### config.mk
export PLATFORM = sky130hd
export DESIGN_NAME = thinning_subpass_filter_top
export DESIGN_NICKNAME = d
export VERILOG_FILES = /design/src/design/tsf_pkg.sv /design/src/design/tsf_line_buf.sv /design/src/design/thinning_subpass_filter_top.sv
export SDC_FILE = /design/constraint.sdc
export NUM_CORES = 2
export LEC_CHECK = 0
export BUFFER_PORTS_ARGS = -buffer_cell sky130_fd_sc_hd__buf_2
export CORE_AREA = 2 2 436 438
export DETAILED_ROUTE_END_ITERATION = 8
export DIE_AREA = 0 0 438 440
export PLACE_DENSITY = 0.7
export SLEW_MARGIN = 5
export SYNTH_ARGS = -nofsm -noshare
export SYNTH_HDL_FRONTEND = slang
export SYNTH_SLANG_ARGS = --single-unit
### constraint.sdc
create_clock -name clk_i -period 16.69 [get_ports clk_i]
set_input_delay 5.007 -clock clk_i [delete_from_list [all_inputs] [get_ports clk_i]]
set_output_delay 5.007 -clock clk_i [all_outputs]
set_load 0.005 [all_outputs]
### src/design/tsf_pkg.sv
// ----------------------------------------------------------------------------
// tsf_pkg
// Shared types, constants and the deletion test for the thinning sub-pass
// filter.
// ----------------------------------------------------------------------------
package tsf_pkg;

  // Default geometry limits.
  localparam int MAX_WIDTH_DEF  = 1024;
  localparam int MAX_HEIGHT_DEF = 1024;

  // Smallest usable frame dimension.
  localparam int MIN_DIM = 4;

  // Width of the frame_width and frame_height registers.
  localparam int CFG_DIM_W = 11;

  // Configuration port.
  localparam int PADDR_W = 4;
  localparam int PDATA_W = 32;
  localparam int REG_IDX_W = 2;

  localparam logic [REG_IDX_W-1:0] REG_FRAME_WIDTH  = 2'd0;
  localparam logic [REG_IDX_W-1:0] REG_FRAME_HEIGHT = 2'd1;
  localparam logic [REG_IDX_W-1:0] REG_SUBPASS      = 2'd2;

  // Reset values of the registers.
  localparam logic [CFG_DIM_W-1:0] FRAME_WIDTH_RST  = 11'd640;
  localparam logic [CFG_DIM_W-1:0] FRAME_HEIGHT_RST = 11'd480;

  // Item kinds.
  localparam logic KIND_PIXEL = 1'b0;
  localparam logic KIND_FLUSH = 1'b1;

  // Line buffer entry: bit 1 is the upper line, bit 0 the middle line.
  localparam int LB_W = 2;

  typedef struct packed {
    logic kind;
    logic pixel_in;
  } tsf_in_t;

  typedef struct packed {
    logic pixel_out;
    logic removed;
    logic frame_end;
    logic frame_changed;
  } tsf_out_t;

  // Zhang-Suen deletion test on a 3x3 window. Bit c*3+r holds column c
  // (0 left) and row r (0 top); the center is bit 4.
  function automatic logic tsf_delete(input logic [8:0] win, input logic subpass);
    logic       n, ne, e, se, s, sw, wv, nw;
    logic [7:0] ring;
    logic [3:0] trans;
    logic [3:0] count;
    logic       m1, m2;
    n  = win[3];
    ne = win[6];
    e  = win[7];
    se = win[8];
    s  = win[5];
    sw = win[2];
    wv = win[1];
    nw = win[0];
    ring = {nw, wv, sw, s, se, e, ne, n};
    trans = '0;
    count = '0;
    // Count 0-to-1 steps clockwise round the ring and the set neighbours.
    for (int i = 0; i < 8; i++) begin
      if (!ring[i] && ring[(i + 1) % 8]) begin
        trans = trans + 4'd1;
      end
      count = count + 4'(ring[i]);
    end
    if (subpass == 1'b0) begin
      m1 = n & e & s;
      m2 = e & s & wv;
    end else begin
      m1 = n & e & wv;
      m2 = n & s & wv;
    end
    return (trans == 4'd1) && (count >= 4'd2) && (count <= 4'd6) && !m1 && !m2;
  endfunction

endpackage

### src/design/tsf_line_buf.sv
// ----------------------------------------------------------------------------
// tsf_line_buf
// Two-line pixel buffer in one memory, with a registered read and a bypass
// for a read that hits the address written in the same cycle.
// ----------------------------------------------------------------------------
module tsf_line_buf #(
  parameter int DEPTH = 1024,
  parameter int AW    = 10
) (
  input  logic                   clk_i,
  input  logic                   rst_ni,
  input  logic                   en_i,
  input  logic [AW-1:0]          rd_addr_i,
  input  logic                   wr_en_i,
  input  logic [AW-1:0]          wr_addr_i,
  input  logic [tsf_pkg::LB_W-1:0] wr_data_i,
  output logic [tsf_pkg::LB_W-1:0] rd_data_o
);
  import tsf_pkg::*;

  logic [LB_W-1:0] mem [DEPTH];
  logic [LB_W-1:0] rd_q;
  logic [LB_W-1:0] fwd_data_q;
  logic            fwd_q;

  // Memory write and registered read; the read sees the old contents.
  always_ff @(posedge clk_i) begin
    if (wr_en_i) begin
      mem[wr_addr_i] <= wr_data_i;
    end
    if (en_i) begin
      rd_q       <= mem[rd_addr_i];
      fwd_data_q <= wr_data_i;
    end
  end

  // Remember whether the read collided with the write of the same cycle.
  always_ff @(posedge clk_i or negedge rst_ni) begin
    if (!rst_ni) begin
      fwd_q <= 1'b0;
    end else if (en_i) begin
      fwd_q <= wr_en_i && (wr_addr_i == rd_addr_i);
    end
  end

  assign rd_data_o = fwd_q ? fwd_data_q : rd_q;

endmodule

### src/design/thinning_subpass_filter_top.sv
// ----------------------------------------------------------------------------
// thinning_subpass_filter_top
// One Zhang-Suen thinning sub-pass over a raster stream of binary pixels.
// It takes one item per clock while the result channel is not stalled. A
// pixel result comes out frame_width+1 pixel items after it went in, and
// reaches the output register through the line buffer's registered read
// and the window and deletion stage. Interior foreground pixels are
// deleted by the usual test on the original frame, border pixels pass
// unchanged, and after the last pixel of a frame flush items drain the
// remaining frame_width+1 results. frame_changed comes with frame_end.
// Writing frame_width or frame_height restarts the stream; subpass applies
// to later decisions. The line buffers need no clearing after reset.
// ----------------------------------------------------------------------------
module thinning_subpass_filter_top #(
  parameter int MAX_WIDTH  = tsf_pkg::MAX_WIDTH_DEF,
  parameter int MAX_HEIGHT = tsf_pkg::MAX_HEIGHT_DEF
) (
  input  logic                        clk_i,
  input  logic                        rst_ni,
  // Pixel input channel.
  input  logic                        in_valid_i,
  output logic                        in_stall_o,
  input  tsf_pkg::tsf_in_t            in_data_i,
  // Result channel.
  output logic                        out_valid_o,
  input  logic                        out_stall_i,
  output tsf_pkg::tsf_out_t           out_data_o,
  // Configuration port.
  input  logic                        psel,
  input  logic                        penable,
  input  logic                        pwrite,
  input  logic [tsf_pkg::PADDR_W-1:0] paddr,
  input  logic [tsf_pkg::PDATA_W-1:0] pwdata,
  output logic [tsf_pkg::PDATA_W-1:0] prdata,
  output logic                        pready
);
  import tsf_pkg::*;

  localparam int COL_W = $clog2(MAX_WIDTH);
  localparam int ROW_W = $clog2(MAX_HEIGHT);
  localparam int EW = (CFG_DIM_W > $clog2(MAX_WIDTH + 1)) ? CFG_DIM_W : $clog2(MAX_WIDTH + 1);
  localparam int EH = (CFG_DIM_W > $clog2(MAX_HEIGHT + 1)) ? CFG_DIM_W :
                      $clog2(MAX_HEIGHT + 1);
  localparam int CNT_W = $clog2(MAX_WIDTH + 2);

  // Configuration registers.
  logic [CFG_DIM_W-1:0] width_q, height_q;
  logic                 subpass_q;
  logic                 cfg_wr;
  logic [REG_IDX_W-1:0] cfg_idx;
  logic                 restart;

  // Stream position state.
  logic [COL_W-1:0] in_col_q, in_col_d, out_col_q, out_col_d;
  logic [ROW_W-1:0] in_row_q, in_row_d, out_row_q, out_row_d;
  logic [CNT_W-1:0] cnt_q, cnt_d;

  // Effective geometry.
  logic [EW-1:0] eff_w, w_last;
  logic [EH-1:0] eff_h, h_last;
  logic [EW:0]   w_plus1;

  // Input stage decode.
  logic             adv, accept, is_flush;
  logic             pix_emit, flush_emit, emit;
  logic             in_last_col, in_last_row, out_last_col, out_last_row;
  logic             border, fend;
  logic [COL_W-1:0] rd_addr;

  // Window stage registers.
  logic             s1_valid_q, s1_flush_q, s1_pixel_q, s1_emit_q;
  logic             s1_border_q, s1_fend_q, s1_src_mid_q;
  logic [COL_W-1:0] s1_addr_q;
  logic [8:0]       win_q, new_win;
  logic             any_q, any_or;
  logic [LB_W-1:0]  lb_rd;
  logic             top, mid, center, cond, rem, lb_wr_en;

  // Output register.
  logic     out_valid_q;
  tsf_out_t out_q;

  // Configuration port decode.
  assign pready  = 1'b1;
  assign cfg_wr  = psel && penable && pwrite && pready;
  assign cfg_idx = paddr[PADDR_W-1:2];
  assign restart = cfg_wr && (cfg_idx == REG_FRAME_WIDTH || cfg_idx == REG_FRAME_HEIGHT);

  always_ff @(posedge clk_i or negedge rst_ni) begin
    if (!rst_ni) begin
      width_q   <= FRAME_WIDTH_RST;
      height_q  <= FRAME_HEIGHT_RST;
      subpass_q <= 1'b0;
    end else if (cfg_wr) begin
      unique case (cfg_idx)
        REG_FRAME_WIDTH:  width_q   <= pwdata[CFG_DIM_W-1:0];
        REG_FRAME_HEIGHT: height_q  <= pwdata[CFG_DIM_W-1:0];
        REG_SUBPASS:      subpass_q <= pwdata[0];
        default: ;
      endcase
    end
  end

  // Register readback.
  always_comb begin
    unique case (cfg_idx)
      REG_FRAME_WIDTH:  prdata = PDATA_W'(width_q);
      REG_FRAME_HEIGHT: prdata = PDATA_W'(height_q);
      REG_SUBPASS:      prdata = PDATA_W'(subpass_q);
      default:          prdata = '0;
    endcase
  end

  // Clamp the geometry to the supported range.
  always_comb begin
    if (EW'(width_q) < EW'(MIN_DIM)) begin
      eff_w = EW'(MIN_DIM);
    end else if (EW'(width_q) > EW'(MAX_WIDTH)) begin
      eff_w = EW'(MAX_WIDTH);
    end else begin
      eff_w = EW'(width_q);
    end
    if (EH'(height_q) < EH'(MIN_DIM)) begin
      eff_h = EH'(MIN_DIM);
    end else if (EH'(height_q) > EH'(MAX_HEIGHT)) begin
      eff_h = EH'(MAX_HEIGHT);
    end else begin
      eff_h = EH'(height_q);
    end
  end

  assign w_last  = eff_w - EW'(1);
  assign h_last  = eff_h - EH'(1);
  assign w_plus1 = (EW + 1)'(eff_w) + (EW + 1)'(1);

  // The whole pipe moves when the output register can take a new item.
  assign adv        = !out_valid_q || !out_stall_i;
  assign in_stall_o = !adv;
  assign accept     = in_valid_i && adv;
  assign is_flush   = (in_data_i.kind == KIND_FLUSH);

  // Positions and the release decision for the arriving item.
  assign in_last_col  = (EW'(in_col_q) == w_last);
  assign in_last_row  = (EH'(in_row_q) == h_last);
  assign out_last_col = (EW'(out_col_q) == w_last);
  assign out_last_row = (EH'(out_row_q) == h_last);
  assign pix_emit     = ((EW + 1)'(cnt_q) >= w_plus1);
  assign flush_emit   = (in_col_q == '0) && (in_row_q == '0) && (cnt_q != '0);
  assign emit         = is_flush ? flush_emit : pix_emit;
  assign border       = (out_row_q == '0) || out_last_row || (out_col_q == '0) || out_last_col;
  assign fend         = out_last_row && out_last_col;
  assign rd_addr      = is_flush ? out_col_q : in_col_q;

  // Next positions and pending count.
  always_comb begin
    in_col_d  = in_col_q;
    in_row_d  = in_row_q;
    out_col_d = out_col_q;
    out_row_d = out_row_q;
    cnt_d     = cnt_q;
    if (!is_flush) begin
      if (in_last_col) begin
        in_col_d = '0;
        in_row_d = in_last_row ? '0 : in_row_q + ROW_W'(1);
      end else begin
        in_col_d = in_col_q + COL_W'(1);
      end
    end
    if (emit) begin
      if (out_last_col) begin
        out_col_d = '0;
        out_row_d = out_last_row ? '0 : out_row_q + ROW_W'(1);
      end else begin
        out_col_d = out_col_q + COL_W'(1);
      end
    end
    if (!is_flush && !pix_emit) begin
      cnt_d = cnt_q + CNT_W'(1);
    end else if (is_flush && flush_emit) begin
      cnt_d = cnt_q - CNT_W'(1);
    end
  end

  always_ff @(posedge clk_i or negedge rst_ni) begin
    if (!rst_ni) begin
      in_col_q  <= '0;
      in_row_q  <= '0;
      out_col_q <= '0;
      out_row_q <= '0;
      cnt_q     <= '0;
    end else if (restart) begin
      in_col_q  <= '0;
      in_row_q  <= '0;
      out_col_q <= '0;
      out_row_q <= '0;
      cnt_q     <= '0;
    end else if (accept) begin
      in_col_q  <= in_col_d;
      in_row_q  <= in_row_d;
      out_col_q <= out_col_d;
      out_row_q <= out_row_d;
      cnt_q     <= cnt_d;
    end
  end

  // Window stage pipeline register.
  always_ff @(posedge clk_i or negedge rst_ni) begin
    if (!rst_ni) begin
      s1_valid_q <= 1'b0;
    end else if (adv) begin
      s1_valid_q <= accept;
    end
  end

  always_ff @(posedge clk_i) begin
    if (adv) begin
      s1_flush_q   <= is_flush;
      s1_pixel_q   <= in_data_i.pixel_in;
      s1_emit_q    <= emit;
      s1_border_q  <= border;
      s1_fend_q    <= fend;
      s1_src_mid_q <= out_last_row;
      s1_addr_q    <= rd_addr;
    end
  end

  // Line buffer: the column shifts down one line as each pixel arrives.
  assign lb_wr_en = adv && s1_valid_q && !s1_flush_q;

  tsf_line_buf #(
    .DEPTH (MAX_WIDTH),
    .AW    (COL_W)
  ) u_line_buf (
    .clk_i     (clk_i),
    .rst_ni    (rst_ni),
    .en_i      (adv),
    .rd_addr_i (rd_addr),
    .wr_en_i   (lb_wr_en),
    .wr_addr_i (s1_addr_q),
    .wr_data_i ({mid, s1_pixel_q}),
    .rd_data_o (lb_rd)
  );

  // Window shift and deletion decision.
  assign top     = lb_rd[1];
  assign mid     = lb_rd[0];
  assign new_win = {s1_pixel_q, mid, top, win_q[8:3]};
  assign center  = s1_flush_q ? (s1_src_mid_q ? mid : top) : new_win[4];
  assign cond    = tsf_delete(new_win, subpass_q);
  assign rem     = !s1_flush_q && !s1_border_q && center && cond;
  assign any_or  = any_q | rem;

  always_ff @(posedge clk_i or negedge rst_ni) begin
    if (!rst_ni) begin
      win_q <= '0;
      any_q <= 1'b0;
    end else if (restart) begin
      win_q <= '0;
      any_q <= 1'b0;
    end else if (adv && s1_valid_q) begin
      if (!s1_flush_q) begin
        win_q <= new_win;
      end
      if (s1_emit_q) begin
        any_q <= s1_fend_q ? 1'b0 : any_or;
      end
    end
  end

  // Output register.
  always_ff @(posedge clk_i or negedge rst_ni) begin
    if (!rst_ni) begin
      out_valid_q <= 1'b0;
    end else if (adv) begin
      out_valid_q <= s1_valid_q && s1_emit_q;
    end
  end

  always_ff @(posedge clk_i) begin
    if (adv && s1_valid_q && s1_emit_q) begin
      out_q.pixel_out     <= center & ~rem;
      out_q.removed       <= rem;
      out_q.frame_end     <= s1_fend_q;
      out_q.frame_changed <= s1_fend_q & any_or;
    end
  end

  assign out_valid_o = out_valid_q;
  assign out_data_o  = out_q;

  // The pending count never exceeds one row plus one pixel.
  assert property (@(posedge clk_i) disable iff (!rst_ni)
    (EW + 1)'(cnt_q) <= w_plus1)
    else $error("pending count exceeds one row plus one pixel");

  // Items drained by flush are border pixels and are never deleted.
  assert property (@(posedge clk_i) disable iff (!rst_ni)
    s1_valid_q && s1_flush_q |-> !rem)
    else $error("flush item produced a deletion");

  // A delivered change flag only comes with the end of a frame.
  assert property (@(posedge clk_i) disable iff (!rst_ni)
    out_valid_q && !out_q.frame_end |-> !out_q.frame_changed)
    else $error("frame_changed without frame_end");

  // A deleted pixel is delivered as background.
  assert property (@(posedge clk_i) disable iff (!rst_ni)
    out_valid_q && out_q.removed |-> !out_q.pixel_out)
    else $error("removed pixel delivered as foreground");

endmodule

==> results.yml <==
status:
  outcome: "finished, final reports clean"
clock_tree:
  postCtsResizedCells: 0
  cts_hold_buffers: 0
  cts_buffer_depth: 3
  clock_latency_of_the_later_clocked_register_in_the_worst_skew_pair_ns: 0.87
  ctsHtreeMaxLevel: 4
  clk_root_buffer_cell: "clkbuf_16"
  post_cts_buffers: 0
  numCtsBuffers: 213
  clkTransAtPathRegs_ns: 0.06
  tritoncts: "done"
  sinks_on_clock_net: 2156
timing:
  post-route-worst-setup-slack_ns: 5.82
  report.final.hold_viol_count: 0
  fin_hold_ws_ns: 0.509
  clock-skew-final_ns: 0.0384
  max_clock_freq_mhz: 92.0
  fin_crit_ns: 10.87
  relSlewSlack_pct: 10.1
  post_route_setup_tns_ns: 0
  slew_violations: 0
  setup-violations-final: 0
  worst_pin_slew_ns: 1.35
  fin_crit_sh_pct: 65.1
  rsz0062_at_grt: "false"
pwr:
  power_per_cell_area_nw_per_um2: 152
  design_power_mw: 15.6
  vdd_ir_drop_max_mv: 0.176
  power.static_leakage_nw: 33.1
logic_synthesis:
  netlist_area_um2: 93400
  synth.yosys.seq_area_share_pct: 68.8
  ys_ff_latch: 2156
  synth_top_cells_by_count: "2072 x edfxtp_1, 1135 x nor2_1, 1032 x nand2_1"
  synthDominantAreaCellType: "edfxtp_1"
  post_synth.cell_area_avg_um2: 12.8
  ys_types: 95
  synth_enable_flop_cells: 2072
  synth_most_common_cell: "edfxtp_1"
  synthTopCellsByArea: "edfxtp_1 67%, mux2i_1 5.5%, nor2_1 4.6%, nand2_1 4.1%, dfrtp_1 2.1%"
  yosysWarningCount: 0
  synth_top_area_share_pct: 66.6
  postSynth.asyncResetShare_pct: 3.90
  syn_inst: 7312
  synth_top_flop_cell: "edfxtp_1"
hold_path:
  hold_end: "out_data_o[1]"
  hp-class: "flop to flop"
  hold_depth: 0
  hold_start: "s1_fend_q"
drt:
  post_drt_antenna_nets: 0
  number_of_violations_reported_at_the_end_of_detailed_routing_iteration_0: 9461
  viasPerCell: 6.35
  vias: 62379
  first_pass_iters: 6
  drt_wirelength_um: 268000
  detail_route.drc_violations: 0
  route.detailed.wl_per_inst_um: 27.3
die:
  io_pins: 84
  die_span_x_um: 438
  row_count: 160
  design.die.area_um2: 193000
  dieHeight_um: 440
  initial_utilization_pct: 49.6
  design.core.area_um2: 189000
global_route:
  grt_max_degree: 242
  globalRouteOverflowTotal: 0
  grt_first_pass_wirelength_um: 392000
  vias_in_the_first_global_route: 60685
  grt_usage_pct: 27.4
  initial_antenna_violation_count: 10
cells_and_area:
  layout.nets: 7219
  layout_area_growth_over_synthesis_pct: 9.79
  layout.filler_cells: 15248
  drive_above_1_share_pct: 9.09
  final_util_pct: 54.4
  seqCellArea_um2: 64300
  layoutNonFillerInstCount: 9817
  final_cell_area_um2: 103000
  area_of_the_multi_input_gates_um2: 26800
placed_design:
  dp_cell_count: 9425
  dp_hpwl_um: 144000
  i_o_buffers: 38
  globalplace.congestion: 0.885
  preCtsSetupSlack_ns: 5.27
  placedInstanceArea_um2: 95900
setup_path:
  worst_r2r_endpoint: "u_line_buf.rd_q[0]"
  timing.critical_path.arrival_ns: 5.86
  critical_path.startpoint_type: "primary input"
  r2r-start: "out_col_q[1]"
  crit_path_end_kind: "output port"
  critical_path_required_ns: 11.68
  r2r_slack_ns: 10.32
  timing.setup.critical_path_class: "primary input to output port"
  worst-r2r-cell-count: 11
  worst-path-max-fanout: 26
job:
  max_cap_viol: 0
## kinds of logic after synthesis
family / after synthesis / share of synthesized area, %
other: 2 / 0.00804
xor gates and xnor gates: 69 / 0.676
DFF: 2156 / 68.8
and+or+nand+nor: 2861 / 12.9
muxes: 615 / 7.66
adders and majority gates: 45 / 0.643
AOI/OAI and AO/OA: 909 / 6.41
buffers and inverters: 655 / 2.85
## per-layer routing
layer / GRT usage (%) / share of wire (%) / routed length [um] / vias to the layer above
met5: 0.744 / 0.073 / 195 / -
met4: 13.0 / 5.1 / 13700 / 6
met3: 6.39 / 12 / 32000 / 702
met2: 43.5 / 47 / 125000 / 3949
met1: 35.7 / 36 / 97700 / 31076
li1: - / - / - / 26646
## worst max-delay path: stages
cell     delay, ns
buf_2         0.10
nand2_1       0.05
buf_4         0.34
inv_1         0.19
buf_2         0.17
## worst max-delay path by stage
stage | depth (start not counted) | slack [ns] | from | to
final | 5 | 5.82 | out_stall_i | in_stall_o
after global routing | 5 | 5.78 | out_stall_i | in_stall_o
after CTS | 5 | 5.84 | out_stall_i | in_stall_o
after detailed placement | 12 | 5.27 | in_data_i[1] | u_line_buf.rd_q[0]
after global placement | 12 | 5.36 | in_data_i[1] | u_line_buf.rd_q[0]
after floorplan | 25 | -1.06 | s1_pixel_q | out_data_o[3]
## where the power goes
part / internal (mW) / total [mW] / switching (mW)
combinational: 1.28 / 4.26 / 2.98
sequential: 6.56 / 6.70 / 0.137
clock: 2.61 / 4.65 / 2.04
total: 10.4 / 15.6 / 5.16
## cell type report
class,instances,share of cell area [%]
diodes,4,0.00976
clock buffers,252,5.44
clock inverters,136,1.07
inverters,60,0.249
multi-input cells,4521,26.1
flip-flops and latches,2156,62.7
well taps,2511,3.06
repair buffers,177,1.35
## registers in the layout, summed over array words and instances, names as in the netlist, 11 cells and up
register / count
cnt_q: 11
width_q: 11
u_line_buf.mem: 2048
height_q: 11
## layout by cell type, fill, tap and decap left out, drive strengths merged, types with 95 or more instances in the layout
cell	n
o21ai	117
a21oi	291
nor2	1135
mux2i	518
nand2	1032
clkbuf	252
o221ai	134
nand3	373
buf	177
nor3	95
clkinv	107
o22ai	96
edfxtp	2072
No activity file was read; power rests on OpenSTA's default activity.
